`config.mk`:
```
export PLATFORM = sky130hd
export DESIGN_NAME = bipartite_buffer_pointer_manager
export DESIGN_NICKNAME = d
export VERILOG_FILES = /design/src/hw/rtl/bbpm_pkg.sv /design/src/hw/rtl/bbpm_core.sv /design/src/hw/rtl/bipartite_buffer_pointer_manager.sv
export SDC_FILE = /design/constraint.sdc
export NUM_CORES = 1
export LEC_CHECK = 0
export BUFFER_PORTS_ARGS = -buffer_cell sky130_fd_sc_hd__buf_2
export CORE_ASPECT_RATIO = 0.6
export CORE_MARGIN = 4
export CORE_UTILIZATION = 45
export DETAILED_ROUTE_END_ITERATION = 6
export HOLD_SLACK_MARGIN = 0.03
export PLACE_DENSITY = 0.62
export SLEW_MARGIN = 5
export SYNTH_ARGS = -nofsm -noshare
export SYNTH_HDL_FRONTEND = slang
export SYNTH_SLANG_ARGS = --single-unit
export TNS_END_PERCENT = 50
```
`constraint.sdc`:
```
create_clock -name i_clk -period 15.2 [get_ports i_clk]
set_input_delay 0.76 -clock i_clk [delete_from_list [all_inputs] [get_ports i_clk]]
set_output_delay 0.76 -clock i_clk [all_outputs]
set_load 0.005 [all_outputs]
```
`src/hw/rtl/bbpm_pkg.sv`:
```
// Shared types and constants for the bipartite buffer pointer manager.
// No dependencies; used by bbpm_core and the top level.
package bbpm_pkg;

    localparam int unsigned POS_W     = 17;
    localparam int unsigned MAX_BYTES = 65536;

    localparam logic [POS_W-1:0] MAX_SIZE = POS_W'(MAX_BYTES);

    // Configuration register indexes
    typedef enum logic {
        CFG_BUFFER_SIZE = 1'b0,
        CFG_SYNC_MODE   = 1'b1
    } t_cfg_idx;

    // Request function codes
    typedef enum logic [1:0] {
        FN_RESERVE = 2'd0,
        FN_COMMIT  = 2'd1,
        FN_READ    = 2'd2,
        FN_CONSUME = 2'd3
    } t_func;

    typedef struct packed {
        logic [POS_W-1:0] rd;
        logic [POS_W-1:0] wr;
        logic [POS_W-1:0] mark;
    } t_ptrs;

    typedef struct packed {
        t_func            func;
        logic [POS_W-1:0] len;
        logic [POS_W-1:0] start;
        logic             wrapped;
        logic [POS_W-1:0] prior;
    } t_req;

    typedef struct packed {
        logic             ok;
        logic [POS_W-1:0] start;
        logic             wrapped;
        logic [POS_W-1:0] prior;
        logic [POS_W-1:0] avail;
    } t_result;

endpackage

```
`src/hw/rtl/bbpm_core.sv`:
```
// Combinational decision logic: one request against the current pointers.
// Depends on bbpm_pkg for the pointer, request and result types.
module bbpm_core
    import bbpm_pkg::*;
(
    input  t_ptrs            i_ptrs,
    input  logic [POS_W-1:0] i_buf_size,
    input  logic             i_sync_mode,
    input  t_req             i_req,
    output t_ptrs            o_ptrs,
    output t_result          o_result
);

    logic             rewind;
    logic [POS_W-1:0] rd_eff;
    logic [POS_W-1:0] wr_eff;
    logic [POS_W-1:0] room_tail;
    logic             fit_tail;
    logic [POS_W-1:0] end_pos;

    always_comb begin
        // Reserve: optional rewind of an empty buffer, then tail / head fit
        rewind    = i_sync_mode && (i_ptrs.rd == i_ptrs.wr);
        rd_eff    = rewind ? '0 : i_ptrs.rd;
        wr_eff    = rewind ? '0 : i_ptrs.wr;
        room_tail = i_buf_size - wr_eff;
        fit_tail  = (wr_eff <= i_buf_size) && (room_tail >= i_req.len);
        // Commit and consume share the end-of-region sum, kept modulo 2^17
        end_pos   = i_req.start + i_req.len;

        o_ptrs   = i_ptrs;
        o_result = '0;

        unique case (i_req.func)
            FN_RESERVE: begin
                o_ptrs.rd = rd_eff;
                o_ptrs.wr = wr_eff;
                if (wr_eff >= rd_eff) begin
                    if (fit_tail) begin
                        o_result.ok    = 1'b1;
                        o_result.start = wr_eff;
                        o_result.prior = wr_eff;
                    end else if (rd_eff > i_req.len) begin
                        o_result.ok      = 1'b1;
                        o_result.wrapped = 1'b1;
                        o_result.prior   = wr_eff;
                    end
                end else if ((rd_eff - wr_eff) > i_req.len) begin
                    o_result.ok    = 1'b1;
                    o_result.start = wr_eff;
                    o_result.prior = wr_eff;
                end
            end
            FN_COMMIT: begin
                o_result.ok = 1'b1;
                if (i_req.len != '0) begin
                    if (i_req.wrapped) begin
                        o_ptrs.mark = i_req.prior;
                    end
                    o_ptrs.wr = end_pos;
                end
            end
            FN_READ: begin
                // Readable run: up to write, up to the mark, or wrapped to zero
                if (i_ptrs.wr >= i_ptrs.rd) begin
                    o_result.avail = i_ptrs.wr - i_ptrs.rd;
                    o_result.start = i_ptrs.rd;
                end else if (i_ptrs.rd == i_ptrs.mark) begin
                    o_result.avail = i_ptrs.wr;
                    o_result.start = '0;
                end else if (i_ptrs.mark > i_ptrs.rd) begin
                    o_result.avail = i_ptrs.mark - i_ptrs.rd;
                    o_result.start = i_ptrs.rd;
                end
                o_result.ok = (o_result.avail != '0);
                if (!o_result.ok) begin
                    o_result.start = '0;
                end
            end
            FN_CONSUME: begin
                o_result.ok = 1'b1;
                o_ptrs.rd   = end_pos;
            end
            default: begin
                o_ptrs   = i_ptrs;
                o_result = '0;
            end
        endcase
    end

endmodule

```
`src/hw/rtl/bipartite_buffer_pointer_manager.sv`:
```
// Top level of the bipartite buffer pointer manager: pointer and config
// registers, result register with skid stage. Uses bbpm_pkg and bbpm_core.
//
//  channel   direction  handshake            payload
//  request   in         i_valid / o_stall    i_func, i_length, i_region_start,
//                                            i_region_wrapped, i_prior_write
//  result    out        o_valid / i_stall    o_ok, o_out_start, o_out_wrapped,
//                                            o_out_prior_write, o_avail_len
//  config    in         i_cfg_we             i_cfg_idx, i_cfg_data
//
// One request per cycle while o_stall is low; the result is registered,
// set by the single compare/subtract pass between the pointer registers.
// Reset (synchronous): size 65536, sync mode on, rd/wr at zero, mark 65536.
// A two-entry output (result register plus skid) keeps requests flowing
// while a result is stalled; o_stall rises only when both entries are full.
module bipartite_buffer_pointer_manager
    import bbpm_pkg::*;
(
    input  logic             i_clk,
    input  logic             i_rst_n,
    // request channel
    input  logic             i_valid,
    output logic             o_stall,
    input  logic [1:0]       i_func,
    input  logic [POS_W-1:0] i_length,
    input  logic [POS_W-1:0] i_region_start,
    input  logic             i_region_wrapped,
    input  logic [POS_W-1:0] i_prior_write,
    // result channel
    output logic             o_valid,
    input  logic             i_stall,
    output logic             o_ok,
    output logic [POS_W-1:0] o_out_start,
    output logic             o_out_wrapped,
    output logic [POS_W-1:0] o_out_prior_write,
    output logic [POS_W-1:0] o_avail_len,
    // configuration port
    input  logic             i_cfg_we,
    input  logic             i_cfg_idx,
    input  logic [POS_W-1:0] i_cfg_data
);

    logic [POS_W-1:0] r_buf_size;
    logic             r_sync_mode;
    t_ptrs            r_ptrs;
    t_ptrs            n_ptrs;
    logic             r_out_valid;
    t_result          r_out;
    logic             r_skid_valid;
    t_result          r_skid;

    t_req             req;
    t_result          result;
    logic             accept;
    logic             out_fire;
    logic [POS_W-1:0] cfg_size;

    assign req.func    = t_func'(i_func);
    assign req.len     = i_length;
    assign req.start   = i_region_start;
    assign req.wrapped = i_region_wrapped;
    assign req.prior   = i_prior_write;

    assign o_stall  = r_skid_valid;
    assign accept   = i_valid && !r_skid_valid;
    assign out_fire = r_out_valid && !i_stall;
    assign cfg_size = (i_cfg_data > MAX_SIZE) ? MAX_SIZE : i_cfg_data;

    bbpm_core u_core (
        .i_ptrs      (r_ptrs),
        .i_buf_size  (r_buf_size),
        .i_sync_mode (r_sync_mode),
        .i_req       (req),
        .o_ptrs      (n_ptrs),
        .o_result    (result)
    );

    // Config and pointer state; a size write reinitializes the pointers
    always_ff @(posedge i_clk) begin
        if (!i_rst_n) begin
            r_buf_size  <= MAX_SIZE;
            r_sync_mode <= 1'b1;
            r_ptrs.rd   <= '0;
            r_ptrs.wr   <= '0;
            r_ptrs.mark <= MAX_SIZE;
        end else if (i_cfg_we) begin
            unique case (t_cfg_idx'(i_cfg_idx))
                CFG_BUFFER_SIZE: begin
                    r_buf_size  <= cfg_size;
                    r_ptrs.rd   <= '0;
                    r_ptrs.wr   <= '0;
                    r_ptrs.mark <= cfg_size;
                end
                CFG_SYNC_MODE: begin
                    r_sync_mode <= i_cfg_data[0];
                end
                default: begin
                    r_sync_mode <= r_sync_mode;
                end
            endcase
        end else if (accept) begin
            r_ptrs <= n_ptrs;
        end
    end

    // Output valid flags: result register fed directly or from the skid
    always_ff @(posedge i_clk) begin
        if (!i_rst_n) begin
            r_out_valid  <= 1'b0;
            r_skid_valid <= 1'b0;
        end else if (r_skid_valid) begin
            if (out_fire) begin
                r_skid_valid <= 1'b0;
            end
        end else if (accept) begin
            if (r_out_valid && !out_fire) begin
                r_skid_valid <= 1'b1;
            end
            r_out_valid <= 1'b1;
        end else if (out_fire) begin
            r_out_valid <= 1'b0;
        end
    end

    // Output payload
    always_ff @(posedge i_clk) begin
        if (r_skid_valid) begin
            if (out_fire) begin
                r_out <= r_skid;
            end
        end else if (accept) begin
            if (r_out_valid && !out_fire) begin
                r_skid <= result;
            end else begin
                r_out <= result;
            end
        end
    end

    assign o_valid           = r_out_valid;
    assign o_ok              = r_out.ok;
    assign o_out_start       = r_out.start;
    assign o_out_wrapped     = r_out.wrapped;
    assign o_out_prior_write = r_out.prior;
    assign o_avail_len       = r_out.avail;

`ifndef NO_ASSERTIONS
    // skid entry only ever holds a result behind a waiting one
    a_skid_behind_out: assert property (@(posedge i_clk) disable iff (!i_rst_n)
        r_skid_valid |-> r_out_valid)
        else $error("skid holds a result while result register is empty");

    // a request taken while the output is stalled lands in the skid
    a_skid_fill: assert property (@(posedge i_clk) disable iff (!i_rst_n)
        (accept && r_out_valid && i_stall) |=> r_skid_valid)
        else $error("request accepted under stall was not kept in skid");

    // a size write clears both positions and sets the mark to the size
    a_size_reinit: assert property (@(posedge i_clk) disable iff (!i_rst_n)
        (i_cfg_we && (t_cfg_idx'(i_cfg_idx) == CFG_BUFFER_SIZE))
        |=> (r_ptrs.rd == '0) && (r_ptrs.wr == '0) && (r_ptrs.mark == r_buf_size))
        else $error("size write did not reinitialize the pointers");

    // buffer size stays saturated
    a_size_limit: assert property (@(posedge i_clk) disable iff (!i_rst_n)
        $past(i_cfg_we) |-> (r_buf_size <= MAX_SIZE))
        else $error("buffer size above maximum");
`endif

endmodule
```
Word level (Yosys, flattened, before mapping)
Index checks and enable logic that the tools add are counted.
{"block": "totals", "word_cells": 113, "ff_bits": 177}
{"block": "classes", "eq_ne": 9, "order_cmp": 8, "n_mux": 44, "addsub": 5, "n_reduce_logical": 28, "bitwise_logic": 2}
{"operator": "17-bit 2-to-1 mux", "n": 18}
{"operator": "53-bit 2-to-1 mux", "n": 4}
{"operator": "51-bit 2-to-1 mux", "n": 3}
{"operator": "17-bit case mux with 2 select lines", "n": 3}
{"operator": "18-bit 2-to-1 mux", "n": 4}
{"operator": "17-bit subtractor", "n": 4}
{"operator": "17-bit >= comparator", "n": 3}
{"operator": "17-bit greater-than comparator", "n": 3}
{"operator": "17-bit == test", "n": 2}
{"operator": "34-bit 2-to-1 mux", "n": 1}
{"operator": "17-bit nonzero test", "n": 2}
{"operator": "17-bit adder", "n": 1}
{"operator": "17-bit greater-than comparator (second input constant)", "n": 1}
{"operator": "17-bit less-or-equal comparator", "n": 1}
{"operator": "2-bit nonzero test", "n": 6}
{"operator": "1-bit 2-to-1 mux", "n": 10}
{"operator": "3-bit AND reduction", "n": 3}
{"operator": "2-bit AND reduction", "n": 3}
{"operator": "3-bit nonzero test", "n": 2}
{"operator": "1-bit logical AND", "n": 5}
{"operator": "5-bit AND reduction", "n": 1}
{"operator": "2-bit == test (second input constant)", "n": 2}
{"operator": "2-bit inequality test (second input constant)", "n": 2}
{"operator": "4-bit AND reduction", "n": 1}
{"operator": "other kinds (8)", "n": 11}

Logic depth before layout (Yosys ltp)
Gate-level depths: netlist of run 1.
{"block": "logic_depth", "word_depth": 12, "depth_mapped": 30, "mapped_depth_nobuf": 29}

Hierarchy
A second synthesis of run 1 with hierarchy kept.
{"block": "unflattened", "hier_cells": 1428, "area_unflattened_um2": 13490.4}
{"module": "bbpm_core", "cells_each": 947, "seq_area_each_um2": 0.0, "instances": 1, "area_per_inst_um2": 6905.4}
{"module": "bipartite_buffer_pointer_manager", "cells_each": 481, "seq_area_each_um2": 4604.4, "instances": 1, "area_per_inst_um2": 6585.1}

Worst setup path before layout of run 1
OpenSTA, ideal clock, no wires.
{"block": "synth_timing", "kind": "register to register", "start": "register r_ptrs[44] (netlist name)", "end": "register r_out, in the netlist o_out_start[10] (data pin)", "setup_slack_ps": 9146, "arrival_time_ps": 5905, "stages_incl_launch_ff": 31, "setup_ps": 149, "synth_period_minus_slack_ps": 6054, "path_cell_list": "dfxtp_1 inv_1 ha_1 nand2_2 nor4_4 nand3_1 nand2_1 inv_1 ha_1 fa_1 nor2b_1 o21ai_0 a21boi_0 o21ai_0 a211oi_1 o21ai_0 a21oi_1 a21o_1 a21oi_1 xnor2_1 ha_1 a21o_1 a21o_1 a21oi_1 o21ai_0 a21oi_1 o21a_1 nor4_1 clkbuf_1 nand3_1 a2bb2oi_1"}
{"block": "synth_via", "elab_chain_cells": 12, "elab_cells_between_ends": 32}
{"element": "start, declared", "line_no": "bipartite_buffer_pointer_manager.sv:45", "source": "t_ptrs r_ptrs;"}
{"element": "start signal, assigned", "line_no": "bipartite_buffer_pointer_manager.sv:102", "source": "r_ptrs <= n_ptrs;"}
{"element": "17-bit == test", "line_no": "bbpm_core.sv:23", "source": "rewind = i_sync_mode && (i_ptrs.rd == i_ptrs.wr);"}
{"element": "1-bit logical AND", "line_no": "bbpm_core.sv:23"}
{"element": "17-bit 2-to-1 mux", "line_no": "bbpm_core.sv:25", "source": "wr_eff = rewind ? '0 : i_ptrs.wr;"}
{"element": "17-bit subtractor", "line_no": "bbpm_core.sv:26", "source": "room_tail = i_buf_size - wr_eff;"}
{"element": "17-bit >= comparator", "line_no": "bbpm_core.sv:27", "source": "fit_tail = (wr_eff <= i_buf_size) && (room_tail >= i_req.len);"}
{"element": "1-bit logical AND", "line_no": "bbpm_core.sv:27"}
{"element": "17-bit 2-to-1 mux", "line_no": "bbpm_core.sv:39", "source": "if (fit_tail) begin"}
{"element": "18-bit 2-to-1 mux", "line_no": "bbpm_core.sv:38", "source": "if (wr_eff >= rd_eff) begin"}
{"element": "17-bit case mux with 2 select lines (*)", "line_no": "bbpm_core.sv:34", "source": "unique case (i_req.func)"}
{"element": "53-bit 2-to-1 mux (*)", "line_no": "bipartite_buffer_pointer_manager.sv:132", "source": "if (r_out_valid && !out_fire) begin"}
{"element": "53-bit 2-to-1 mux (*)", "line_no": "bipartite_buffer_pointer_manager.sv:131", "source": "end else if (accept) begin"}
{"element": "53-bit 2-to-1 mux (*)", "line_no": "bipartite_buffer_pointer_manager.sv:127", "source": "if (r_skid_valid) begin"}
{"element": "end signal, assigned", "line_no": "bipartite_buffer_pointer_manager.sv:129", "source": "r_out <= r_skid;"}
{"element": "end signal, assigned", "line_no": "bipartite_buffer_pointer_manager.sv:135", "source": "r_out <= result;"}
{"element": "end, declared", "line_no": "bipartite_buffer_pointer_manager.sv:48", "source": "t_result r_out;"}
Mark *: on every way between the ends. The rest lies on a longest branch, timed or not. The select of a mux whose other input is x is not followed.
A chain may end at the register's enable or synchronous reset.

==> impl_table.tex, run 1 <==
\begin{tabular}{lr}
\hline
Metric & Value \\
\hline
\multicolumn{2}{l}{\textbf{Logic synthesis}} \\
FF+latch count, synth & roughly 180 \\
Post-Syn Nets & around 1700 \\
Post-synth EDFFs & 106 \\
Mean instance size in the synthesized netlist & between 8 and 9 um\^{}2 \\
Count leader, synth & nand2\_1 \\
Synth warnings & 0 \\
Top cell type's share of synthesized area & 23.9\% \\
FFs w/ async S/R, synth & 0\% \\
Leading area contributor after synthesis & edfxtp\_1 \\
Post-synthesis cell area & 0.0133 mm\^{}2 \\
Count of cell types in the netlist & 74 \\
Predominant post-synthesis flop cell & edfxtp\_1 \\
Sequential share of the synthesized area & 34.6\% \\
Commonest cells post-synth & 153 x nand2\_1, 135 x ha\_1, 106 x edfxtp\_1 \\
Post-synthesis instance total & approximately 1500 \\
Leading post-synthesis cells by cell area & edfxtp\_1 24\%, ha\_1 13\%, dfxtp\_1 11\% \\
\multicolumn{2}{l}{\textbf{Clock tree}} \\
Setup repair bufs after CTS & 0 \\
Worst-path clk slew & 0.07 ns \\
CTS buffer count & 17 \\
Buffer depth of the longest clock path & 2 \\
Clock root buffer & clkbuf\_16 \\
\# hold bufs at CTS & 0 \\
H-Tree Depth & 4 \\
TritonCTS clock tree & yes \\
Resize count post-CTS & 0 \\
Clock latency of the later-clocked register in the worst-skew pair & 0.46 ns \\
Number of sinks driven by the clock tree & 177 \\
\multicolumn{2}{l}{\textbf{Global routing}} \\
Largest net degree at the start of global routing & 76 \\
Number of antenna violations at the first check in global routing & 1 \\
Wire length of the first global-routing pass & 71000 um \\
Aggregate global-route resource usage & 29.0\% \\
Global route overflow & 0 \\
Number of global-route vias before repair & 11300 \\
\multicolumn{2}{l}{\textbf{Worst setup path}} \\
Critical path required time & 15.39 ns \\
CP bufs+invs & 4 \\
Slowest cell on crit path & nor4\_4 \\
Category of the most critical setup path & flip-flop to flip-flop \\
Largest fanout of any net on the critical path & 22 \\
Largest stage delay, worst path & 0.90 ns \\
CP Capture Type & flip-flop \\
Startpoint type of the worst setup path & flip-flop \\
Critical path's top delay family & compound AO/OA/AOI/OAI gates \\
Crit path arrival time & 8.16 ns \\
\multicolumn{2}{l}{\textbf{Drt}} \\
Detail-routed net length per standard cell & 23.7 um \\
Number of antenna-violating nets in the routed design & 0 \\
Overall routed net length & 47700 um \\
DRC violations left & 0 \\
Uppermost signal routing layer after detailed routing & met5 \\
Ratio of routed vias to standard cells & approximately 6.3 \\
Iteration-0 DRC Markers & 1909 \\
Routed met1 length & 22300 um \\
Detailed-routing iteration count for the pre-antenna-repair pass & 6 \\
Routed length on met3 & 7380 um \\
Detailed-route via count & about 13000 \\
Routed length on met2 & about 17000 um \\
\multicolumn{2}{l}{\textbf{STA}} \\
Tightest Pin Transition & 1.17 ns \\
Shortest clock period the worst path allows after layout & 7.97 ns \\
Final cycle utilization of the critical path & 52.4\% \\
Number of endpoints failing setup at the final stage & 0 \\
Count of pins over their slew limit & 0 \\
Max-slew headroom & 20.8\% \\
Hold Violations, Final & 0 \\
Final total negative setup slack & 0 ns \\
Unrepaired setup endpoints after global routing & false \\
FMAX & 125 MHz \\
Final setup skew & 0.0111 ns \\
\multicolumn{2}{l}{\textbf{Placed design}} \\
Port Buffer Count & 131 \\
Number of placed cells counting well taps & approximately 2000 \\
Final HPWL from detailed placement & 37200 um \\
Gpl congestion & 1.00 \\
\multicolumn{2}{l}{\textbf{Pwr}} \\
Power per Cell Area & 100 mW/mm\^{}2 \\
Maximum VDD drop & just over 0.06 mV \\
Leakage Power & 6.42 nW \\
\multicolumn{2}{l}{\textbf{Final layout}} \\
Final cell utilization of the core & around half \\
Final instance count without filler cells & 2010 \\
Layout cells sized above 1 & 13.5\% \\
Final Net Count & 1814 \\
Syn-to-layout area delta & 12.8\% \\
Number of inserted diodes & 0 \\
\multicolumn{2}{l}{\textbf{Min path}} \\
Hold crit path type & flip-flop to flip-flop \\
\multicolumn{2}{l}{\textbf{Floorplan}} \\
Die outline width & 230 um \\
Overall die area & 0.0325 mm\^{}2 \\
Overall die height & 141 um \\
I/O pin total & 132 \\
Core Region & 0.0289 mm\^{}2 \\
Initial Utilization & 46.0\% \\
Row cnt & 48 \\
\multicolumn{2}{l}{\textbf{Job}} \\
Number of max-capacitance violations reported & 0 \\
\multicolumn{2}{l}{\textbf{Outcome}} \\
Run status & finished, final reports clean \\
\hline
\end{tabular}
stage by stage:
step / cell area (um^2) / hold slack [ns] / setup WS [ns] / power, mW
after floorplan: 13300 / 0.444 / 9.15 / 0.890
after global placement: 14400 / 0.457 / 7.74 / 1.05
after detailed placement: 14400 / 0.460 / 7.53 / 1.05
after CTS: 15000 / 0.471 / 7.48 / 1.50
after global routing: 15000 / 0.505 / 6.72 / 1.58
final: 15000 / 0.466 / 7.23 / 1.51
worst min-delay path, delay by kind of cell, from the launching register on:
kind	cells	cell delay, ns
AOI/OAI and AO/OA	1	0.06
DFF	1	0.31
and+or+nand+nor	1	0.05
cells by family after synthesis:
kind of cell | after synthesis | synth area share [%]
muxes | 16 | 1.30
AOI/OAI and AO/OA | 445 | 23.3
xor gates and xnor gates | 65 | 4.28
buffers and inverters | 138 | 4.15
DFF | 177 | 34.6
and+or+nand+nor | 510 | 18.9
adders and majority gates | 140 | 13.4
metal layers:
layer  track usage (%)  vias to the layer above
met5                 0                        -
met4              7.95                        2
met3              12.2                       96
met2              35.1                      837
met1              45.3                     5847
li1                  -                     5839
final timing paths:
check	from	endpoint	slack [ns]	cells after the start
setup / recovery	r_ptrs[41]	r_skid[47]	7.23	30
hold / removal	r_buf_size[0]	r_buf_size[0]	0.47	2
setup reg to reg	r_ptrs[41]	r_skid[47]	7.23	30
hold reg to reg	r_buf_size[0]	r_buf_size[0]	0.47	2
layout by cell type, fill, tap and decap left out, drive strengths merged, types with 23 or more instances in the layout:
cell	instances
nand2	154
buf	153
ha	135
edfxtp	106
nand3	100
a21oi	91
inv	78
nor2	77
dfxtp	71
o21ai	62
o31ai	49
nor2b	42
xnor2	42
nand2b	33
a21o	32
a22oi	29
nor3	26
nand4	25
a31oi	24
xor2	23
layout make-up:
cell class                      count  area [um^2]
Clock buffer                       17          425
Clock inverter                     15          184
Fill cell                        2747        13900
Inverter                           72          270
Multi-Input combinational cell   1176         8210
Sequential cell                   177         4610
Tap cell                          400          500
Timing Repair Buffer              153          821
registers in the layout, summed over array words and instances (netlist names):
name,count
o_stall,1
r_buf_size,17
o_valid,1
r_sync_mode,1
o_ok,1
r_ptrs,51
o_out_prior_write,17
r_skid,53
o_out_start,17
o_out_wrapped,1
o_avail_len,17
where the power goes:
| part | switching [mW] | total [mW] | internal (mW) |
|---|---|---|---|
| registers | 0.0128 | 0.546 | 0.533 |
| clock network | 0.227 | 0.450 | 0.223 |
| logic | 0.333 | 0.513 | 0.180 |
Power figures use the tool's default switching activity.
==> inputs of run 2 (changes only) <==
==> constraint.sdc (replaced) <==
create_clock -name i_clk -period 7.6 [get_ports i_clk]
set_input_delay 0.38 -clock i_clk [delete_from_list [all_inputs] [get_ports i_clk]]
set_output_delay 0.38 -clock i_clk [all_outputs]
set_load 0.005 [all_outputs]
==> impl_table.tex, run 2 (synthesized netlist as in run 1, its figures left out) <==
\begin{tabular}{lr}
\hline
Metric & Value \\
\hline
\multicolumn{2}{l}{\textbf{Clock tree}} \\
CTS buffer count & 17 (unchanged) \\
Worst-path clk slew & 0.07 ns (about the same) \\
Clock root buffer & clkbuf\_16 (unchanged) \\
Buffer depth of the longest clock path & 2 (unchanged) \\
Setup repair bufs after CTS & 0 (unchanged) \\
\# hold bufs at CTS & 0 (unchanged) \\
Resize count post-CTS & 0 (unchanged) \\
H-Tree Depth & 4 (unchanged) \\
Clock latency of the later-clocked register in the worst-skew pair & 0.45 ns (was 0.46 ns) \\
Number of sinks driven by the clock tree & 177 (unchanged) \\
TritonCTS clock tree & yes (unchanged) \\
\multicolumn{2}{l}{\textbf{Worst setup path}} \\
Number of stages on the worst setup path & 30 (unchanged) \\
Crit path to & o\_out\_prior\_write[5] (was r\_skid[47]) \\
Register-to-register path setup slack & 0.52 ns (was 7.23 ns) \\
Reg2Reg Depth & 30 (unchanged) \\
Cell repeated most along the worst path & a21oi\_1 \\
Largest stage delay, worst path & 0.40 ns (was 0.90 ns) \\
Crit Reg-Reg Endpoint & o\_out\_prior\_write[5] (was r\_skid[47]) \\
Launching element of the worst setup path & r\_ptrs[48] (was r\_ptrs[41]) \\
CP bufs+invs & 4 (unchanged) \\
Slowest cell on crit path & ha\_1 (was nor4\_4) \\
Critical path required time & 7.78 ns (was 15.39 ns) \\
Category of the most critical setup path & flip-flop to flip-flop (unchanged) \\
Largest fanout of any net on the critical path & 34 (was 22) \\
Startpoint type of the worst setup path & flip-flop (unchanged) \\
Critical path's top delay family & compound AO/OA/AOI/OAI gates (unchanged) \\
CP Capture Type & flip-flop (unchanged) \\
Launch instance of the worst register-to-register path & r\_ptrs[48] (was r\_ptrs[41]) \\
Crit path arrival time & 7.26 ns (was 8.16 ns) \\
\multicolumn{2}{l}{\textbf{Drt}} \\
Iteration-0 DRC Markers & 1800 (was 1909) \\
Detailed-route via count & 12600 (about the same) \\
Detailed-routing iteration count for the pre-antenna-repair pass & 6 (unchanged) \\
Overall routed net length & 47800 um (was 47700 um) \\
Number of antenna-violating nets in the routed design & 0 (unchanged) \\
Detail-routed net length per standard cell & 23.6 um (was 23.7 um) \\
Ratio of routed vias to standard cells & 6.25 (was 6.28) \\
DRC violations left & 0 (unchanged) \\
\multicolumn{2}{l}{\textbf{STA}} \\
Number of endpoints failing setup at the final stage & 0 (unchanged) \\
Shortest clock period the worst path allows after layout & 7.08 ns (was 7.97 ns) \\
Final setup skew & 0.0111 ns (about the same) \\
Hold Violations, Final & 0 (unchanged) \\
Max-slew headroom & 14.7\% (was 20.8\%) \\
Unrepaired setup endpoints after global routing & false (unchanged) \\
Tightest Pin Transition & 1.27 ns (was 1.17 ns) \\
FMAX & 141 MHz (was 125 MHz) \\
Final total negative setup slack & 0 ns (unchanged) \\
Crit path setup slack, layout & 0.521 ns (was 7.23 ns) \\
Final cycle utilization of the critical path & 93.1\% (was 52.4\%) \\
Count of pins over their slew limit & 0 (unchanged) \\
\multicolumn{2}{l}{\textbf{Floorplan}} \\
Row cnt & 48 (unchanged) \\
Overall die height & 141 um (unchanged) \\
Initial Utilization & 46.0\% (unchanged) \\
Overall die area & 0.0325 mm\^{}2 (unchanged) \\
I/O pin total & 132 (unchanged) \\
Core Region & 0.0289 mm\^{}2 (unchanged) \\
Die outline width & 230 um (unchanged) \\
\multicolumn{2}{l}{\textbf{Placed design}} \\
Worst slack after detailed placement & 0.838 ns (was 7.53 ns) \\
Port Buffer Count & 131 (unchanged) \\
Placed Area & 0.0145 mm\^{}2 (was 0.0144 mm\^{}2) \\
Gpl congestion & 1.02 (was 1.00) \\
Final HPWL from detailed placement & 37800 um (was 37200 um) \\
\multicolumn{2}{l}{\textbf{Final layout}} \\
Filler instances & 2726 (was 2747) \\
Number of flip-flops under the largest register name & 53 (unchanged) \\
Final cell utilization of the core & 52.1\% (was 51.9\%) \\
Multi-input gate area & 0.00818 mm\^{}2 (was 0.00821 mm\^{}2) \\
Largest registers & r\_skid (53), r\_ptrs (51) (unchanged) \\
Final Net Count & 1827 (was 1814) \\
Layout cells sized above 1 & 14.2\% (was 13.5\%) \\
Syn-to-layout area delta & 13.4\% (was 12.8\%) \\
Leading cell types in the layout, fill and taps excluded & 153 x nand2\_1, 135 x ha\_1, 131 x buf\_2 (unchanged) \\
Leading cell type in the layout, fill and taps excluded & nand2\_1 (unchanged) \\
Most flop-heavy register & r\_skid (unchanged) \\
Combined flip-flop and latch cell area & 0.00461 mm\^{}2 (unchanged) \\
Final non-filler cell area & 0.0151 mm\^{}2 (was 0.0150 mm\^{}2) \\
\multicolumn{2}{l}{\textbf{Pwr}} \\
Power per Cell Area & 200 mW/mm\^{}2 (was 100 mW/mm\^{}2) \\
Leakage Power & 6.48 nW (was 6.42 nW) \\
Maximum VDD drop & 0.108 mV (was 0.0618 mV) \\
Switching power & 1.12 mW (was 0.572 mW) \\
Sequential share of power & 35.9\% (was 36.2\%) \\
Clock network power share & 30.4\% (was 29.8\%) \\
Design internal power & 1.90 mW (was 0.936 mW) \\
Switching portion of total power & 37.1\% (was 37.9\%) \\
Comb pwr share & 33.7\% (was 34.0\%) \\
\multicolumn{2}{l}{\textbf{Global routing}} \\
Global route overflow & 0 (unchanged) \\
Number of antenna violations at the first check in global routing & 0 (was 1) \\
Largest net degree at the start of global routing & 76 (unchanged) \\
Wire length of the first global-routing pass & 71000 um (about the same) \\
Aggregate global-route resource usage & 28.9\% (was 29.0\%) \\
Number of global-route vias before repair & 11100 (was 11300) \\
\multicolumn{2}{l}{\textbf{Min path}} \\
Hold crit path type & input port to flip-flop (was flip-flop to flip-flop) \\
\multicolumn{2}{l}{\textbf{Outcome}} \\
Run status & finished, final reports clean (unchanged) \\
\multicolumn{2}{l}{\textbf{Job}} \\
Number of max-capacitance violations reported & 0 (unchanged) \\
\hline
\end{tabular}
[run 2: cell types whose count changed in the layout (fill, tap and decap cells not counted), moves of 2 or more]
cell,previous run,this run
clkinv_8,5,3
buf_4,22,35
nor4_4,3,1
nor4_2,1,3
inv_6,2,4
clkinv_4,4,2
[run 2: layer usage]
metal / global-route usage (%) / up-vias / part of all wire, %
met1: 46.8 / 5969 / 49
met4: 4.74 / 0 / 1.1
li1: - / 5876 / -
met2: 35.9 / 751 / 36
met5: 0 / - / 0
met3: 10.4 / 50 / 14
[run 2: final cells by class]
cell class                 instances  area share, %
timing repair buffer             166           6.09
inverter                          72           1.79
clock inverter                    15           1.20
multi-input combinational       1176           54.2
antenna                            1         0.0166
clock buffer                      17           2.82
sequential                       177           30.5
tap                              400           3.32
[run 2: worst min path at each step]
stage | startpoint | end | slack (ns) | cells after the start
2_1_floorplan | r_buf_size[0] | r_buf_size[0] | 0.44 | 2
3_5_place_dp | r_buf_size[14] | r_buf_size[14] | 0.46 | 2
5_1_grt | i_cfg_data[16] | r_buf_size[16] | 0.21 | 3
3_3_place_gp | r_buf_size[0] | r_buf_size[0] | 0.46 | 2
4_1_cts | i_cfg_data[16] | r_buf_size[16] | 0.19 | 3
6_report | i_cfg_data[16] | r_buf_size[16] | 0.21 | 3
[run 2: stage by stage]
| step | hold WS (ns) | total power, mW | instances |
|---|---|---|---|
| global route | 0.213 | 3.16 | 2023 |
| floorplan | 0.444 | 1.78 | 1491 |
| finish | 0.209 | 3.02 | 2024 |
| global placement | 0.460 | 2.09 | 1991 |
| CTS | 0.187 | 3.00 | 2023 |
| detailed placement | 0.465 | 2.09 | 1991 |
[run 2: power groups by stage]
stage          registers [mW]  logic (mW)  clock network [mW]
6_report                 1.09        1.02               0.918
5_1_grt                  1.09        1.10               0.971
4_1_cts                  1.08       0.986               0.928
3_5_place_dp             1.11       0.981                   0
3_3_place_gp             1.11       0.983                   0
2_1_floorplan            1.11       0.671                   0
[run 2: worst reg2reg max path, delay by kind of cell (launching register included)]
family / cells / cell delay (ns)
buf+inv: 4 / 1.02
simple gates: 6 / 1.16
xor+xnor: 1 / 0.15
compound gates: 16 / 3.11
fa+ha+maj: 3 / 1.03
flops: 1 / 0.33
==> inputs of run 3 (changes only) <==
--- a/config.mk
+++ b/config.mk
@@ -12,8 +12,8 @@
 export DETAILED_ROUTE_END_ITERATION = 6
 export HOLD_SLACK_MARGIN = 0.03
 export PLACE_DENSITY = 0.62
-export SLEW_MARGIN = 5
+export SLEW_MARGIN = 20
 export SYNTH_ARGS = -nofsm -noshare
 export SYNTH_HDL_FRONTEND = slang
 export SYNTH_SLANG_ARGS = --single-unit
-export TNS_END_PERCENT = 50
+export TNS_END_PERCENT = 1
==> constraint.sdc (replaced) <==
create_clock -name i_clk -period 8.6 [get_ports i_clk]
set_input_delay 0.43 -clock i_clk [delete_from_list [all_inputs] [get_ports i_clk]]
set_output_delay 0.43 -clock i_clk [all_outputs]
set_load 0.005 [all_outputs]
==> impl_table.tex, run 3 (synthesized netlist as in run 1, its figures left out) <==
\begin{tabular}{lr}
\hline
Metric & Value \\
\hline
\multicolumn{2}{l}{\textbf{Placed design}} \\
Port Buffer Count & 131 (unchanged) \\
Final HPWL from detailed placement & 37500 um (was 37800 um) \\
Gpl congestion & 0.982 (was 1.02) \\
Placed Area & 0.0144 mm\^{}2 (was 0.0145 mm\^{}2) \\
Worst slack after detailed placement & 1.88 ns (was 0.838 ns) \\
\multicolumn{2}{l}{\textbf{Drt}} \\
Ratio of routed vias to standard cells & 6.25 (about the same) \\
Detailed-routing iteration count for the pre-antenna-repair pass & 7 (was 6) \\
Detailed-route via count & 12600 (about the same) \\
Overall routed net length & 48400 um (was 47800 um) \\
Detail-routed net length per standard cell & 24.0 um (was 23.6 um) \\
Iteration-0 DRC Markers & 1840 (was 1800) \\
DRC violations left & 0 (unchanged) \\
Number of antenna-violating nets in the routed design & 0 (unchanged) \\
\multicolumn{2}{l}{\textbf{Worst setup path}} \\
CP Capture Type & flip-flop (unchanged) \\
Launch instance of the worst register-to-register path & r\_ptrs[33] (was r\_ptrs[48]) \\
Category of the most critical setup path & flip-flop to flip-flop (unchanged) \\
Largest fanout of any net on the critical path & 34 (unchanged) \\
Register-to-register path setup slack & 1.57 ns (was 0.52 ns) \\
Startpoint type of the worst setup path & flip-flop (unchanged) \\
Largest stage delay, worst path & 0.60 ns (was 0.40 ns) \\
Cell repeated most along the worst path & a21oi\_1 (unchanged) \\
Crit path arrival time & 7.21 ns (was 7.26 ns) \\
Reg2Reg Depth & 28 (was 30) \\
Crit Reg-Reg Endpoint & o\_out\_prior\_write[4] (was o\_out\_prior\_write[5]) \\
Critical path required time & 8.78 ns (was 7.78 ns) \\
Slowest cell on crit path & dfxtp\_1 (was ha\_1) \\
\multicolumn{2}{l}{\textbf{Floorplan}} \\
Row cnt & 48 (unchanged) \\
Die outline width & 230 um (unchanged) \\
Overall die height & 141 um (unchanged) \\
Core Region & 0.0289 mm\^{}2 (unchanged) \\
I/O pin total & 132 (unchanged) \\
Initial Utilization & 46.0\% (unchanged) \\
Overall die area & 0.0325 mm\^{}2 (unchanged) \\
\multicolumn{2}{l}{\textbf{STA}} \\
Shortest clock period the worst path allows after layout & 7.03 ns (was 7.08 ns) \\
Number of endpoints failing setup at the final stage & 0 (unchanged) \\
Final setup skew & 0.0150 ns (was 0.0111 ns) \\
Count of pins over their slew limit & 0 (unchanged) \\
Hold Violations, Final & 0 (unchanged) \\
Final cycle utilization of the critical path & 81.7\% (was 93.1\%) \\
Final total negative setup slack & 0 ns (unchanged) \\
Crit path setup slack, layout & 1.57 ns (was 0.521 ns) \\
Tightest Pin Transition & 1.18 ns (was 1.27 ns) \\
Unrepaired setup endpoints after global routing & false (unchanged) \\
FMAX & 142 MHz (was 141 MHz) \\
Max-slew headroom & 21.2\% (was 14.7\%) \\
\multicolumn{2}{l}{\textbf{Final layout}} \\
Syn-to-layout area delta & 13.0\% (was 13.4\%) \\
Layout cells sized above 1 & 13.8\% (was 14.2\%) \\
Final cell utilization of the core & 51.9\% (was 52.1\%) \\
Largest registers & r\_skid (53), r\_ptrs (51) (unchanged) \\
Final non-filler cell area & 0.0150 mm\^{}2 (was 0.0151 mm\^{}2) \\
Most flop-heavy register & r\_skid (unchanged) \\
Final Net Count & 1818 (was 1827) \\
Leading cell type in the layout, fill and taps excluded & nand2\_1 (unchanged) \\
Number of flip-flops under the largest register name & 53 (unchanged) \\
Leading cell types in the layout, fill and taps excluded & 153 x nand2\_1, 135 x ha\_1, 131 x buf\_2 (unchanged) \\
\multicolumn{2}{l}{\textbf{Global routing}} \\
Wire length of the first global-routing pass & 71200 um (was 71000 um) \\
Number of global-route vias before repair & 11200 (was 11100) \\
Largest net degree at the start of global routing & 76 (unchanged) \\
Number of antenna violations at the first check in global routing & 1 (was 0) \\
Aggregate global-route resource usage & 29.2\% (was 28.9\%) \\
Global route overflow & 0 (unchanged) \\
\multicolumn{2}{l}{\textbf{Pwr}} \\
Power per Cell Area & 179 mW/mm\^{}2 (was 200 mW/mm\^{}2) \\
Maximum VDD drop & 0.123 mV (was 0.108 mV) \\
Comb pwr share & 34.0\% (was 33.7\%) \\
Switching portion of total power & 37.4\% (was 37.1\%) \\
Switching power & 1.01 mW (was 1.12 mW) \\
Design internal power & 1.68 mW (was 1.90 mW) \\
Leakage Power & 6.43 nW (was 6.48 nW) \\
Clock network power share & 30.2\% (was 30.4\%) \\
Sequential share of power & 35.8\% (was 35.9\%) \\
\multicolumn{2}{l}{\textbf{Clock tree}} \\
Clock root buffer & clkbuf\_16 (unchanged) \\
Worst-path clk slew & 0.08 ns (was 0.07 ns) \\
Setup repair bufs after CTS & 0 (unchanged) \\
\# hold bufs at CTS & 0 (unchanged) \\
H-Tree Depth & 4 (unchanged) \\
Clock latency of the later-clocked register in the worst-skew pair & 0.46 ns (was 0.45 ns) \\
Buffer depth of the longest clock path & 2 (unchanged) \\
Number of sinks driven by the clock tree & 177 (unchanged) \\
Resize count post-CTS & 0 (unchanged) \\
TritonCTS clock tree & yes (unchanged) \\
CTS buffer count & 17 (unchanged) \\
\multicolumn{2}{l}{\textbf{Min path}} \\
Hold crit path type & input port to flip-flop (unchanged) \\
Min-Delay Path Depth & 3 (unchanged) \\
Hold wc startpoint & i\_valid (was i\_cfg\_data[16]) \\
End point of the most critical hold path & o\_stall (was r\_buf\_size[16]) \\
\multicolumn{2}{l}{\textbf{Job}} \\
Number of max-capacitance violations reported & 0 (unchanged) \\
\multicolumn{2}{l}{\textbf{Outcome}} \\
Run status & finished, final reports clean (unchanged) \\
\hline
\end{tabular}
[run 3: changes by cell type in the layout (fill, tap and decap cells not counted), sizes merged]
cell	delta
clkinv	-1
clkinvlp	+1
buf	-9
[run 3: per-layer routing]
| layer | global-route usage (%) | part of all wire, % | vias up |
|---|---|---|---|
| met5 | 0 | 0.025 | - |
| met4 | 6.77 | 2.0 | 2 |
| met3 | 13.0 | 14 | 82 |
| met2 | 36.0 | 35 | 735 |
| met1 | 45.2 | 48 | 5918 |
| li1 | - | - | 5851 |
[run 3: cell type report]
class,instances,area [um^2]
clock inverters,15,181
clock buffers,17,425
well taps,400,500
inverters,72,270
fillers,2726,13900
multi-input cells,1176,8200
diodes,1,2.50
repair buffers,157,851
flip-flops and latches,177,4610
[run 3: through the flow]
stage          total power, mW  hold WS (ns)  instances
2_1_floorplan             1.57         0.444       1491
3_3_place_gp              1.87         0.461       1982
3_5_place_dp              1.86         0.465       1982
4_1_cts                   2.67         0.225       2014
5_1_grt                   2.81         0.265       2014
6_report                  2.69         0.244       2015
[run 3: power groups by stage]
| stage | clock network (mW) | registers, mW | logic (mW) |
|---|---|---|---|
| global route | 0.862 | 0.966 | 0.982 |
| floorplan | 0 | 0.980 | 0.593 |
| global placement | 0 | 0.981 | 0.884 |
| finish | 0.814 | 0.962 | 0.915 |
| CTS | 0.828 | 0.962 | 0.884 |
| detailed placement | 0 | 0.981 | 0.879 |
[run 3: worst max-delay path, delay by kind of cell, from the launching register on]
family | cells | cell delay (ns)
compound gates | 11 | 2.21
simple gates | 8 | 1.69
fa+ha+maj | 4 | 1.44
buf+inv | 4 | 0.73
flops | 1 | 0.60
xor+xnor | 1 | 0.09
[run 3: worst max path at each step]
stage	to	start
2_1_floorplan	o_out_start[10]	r_ptrs[44]
3_3_place_gp	o_out_prior_write[4]	r_ptrs[44]
3_5_place_dp	o_out_prior_write[9]	r_ptrs[40]
4_1_cts	o_out_prior_write[4]	r_ptrs[44]
5_1_grt	o_out_prior_write[15]	r_ptrs[33]
6_report	o_out_prior_write[4]	r_ptrs[33]
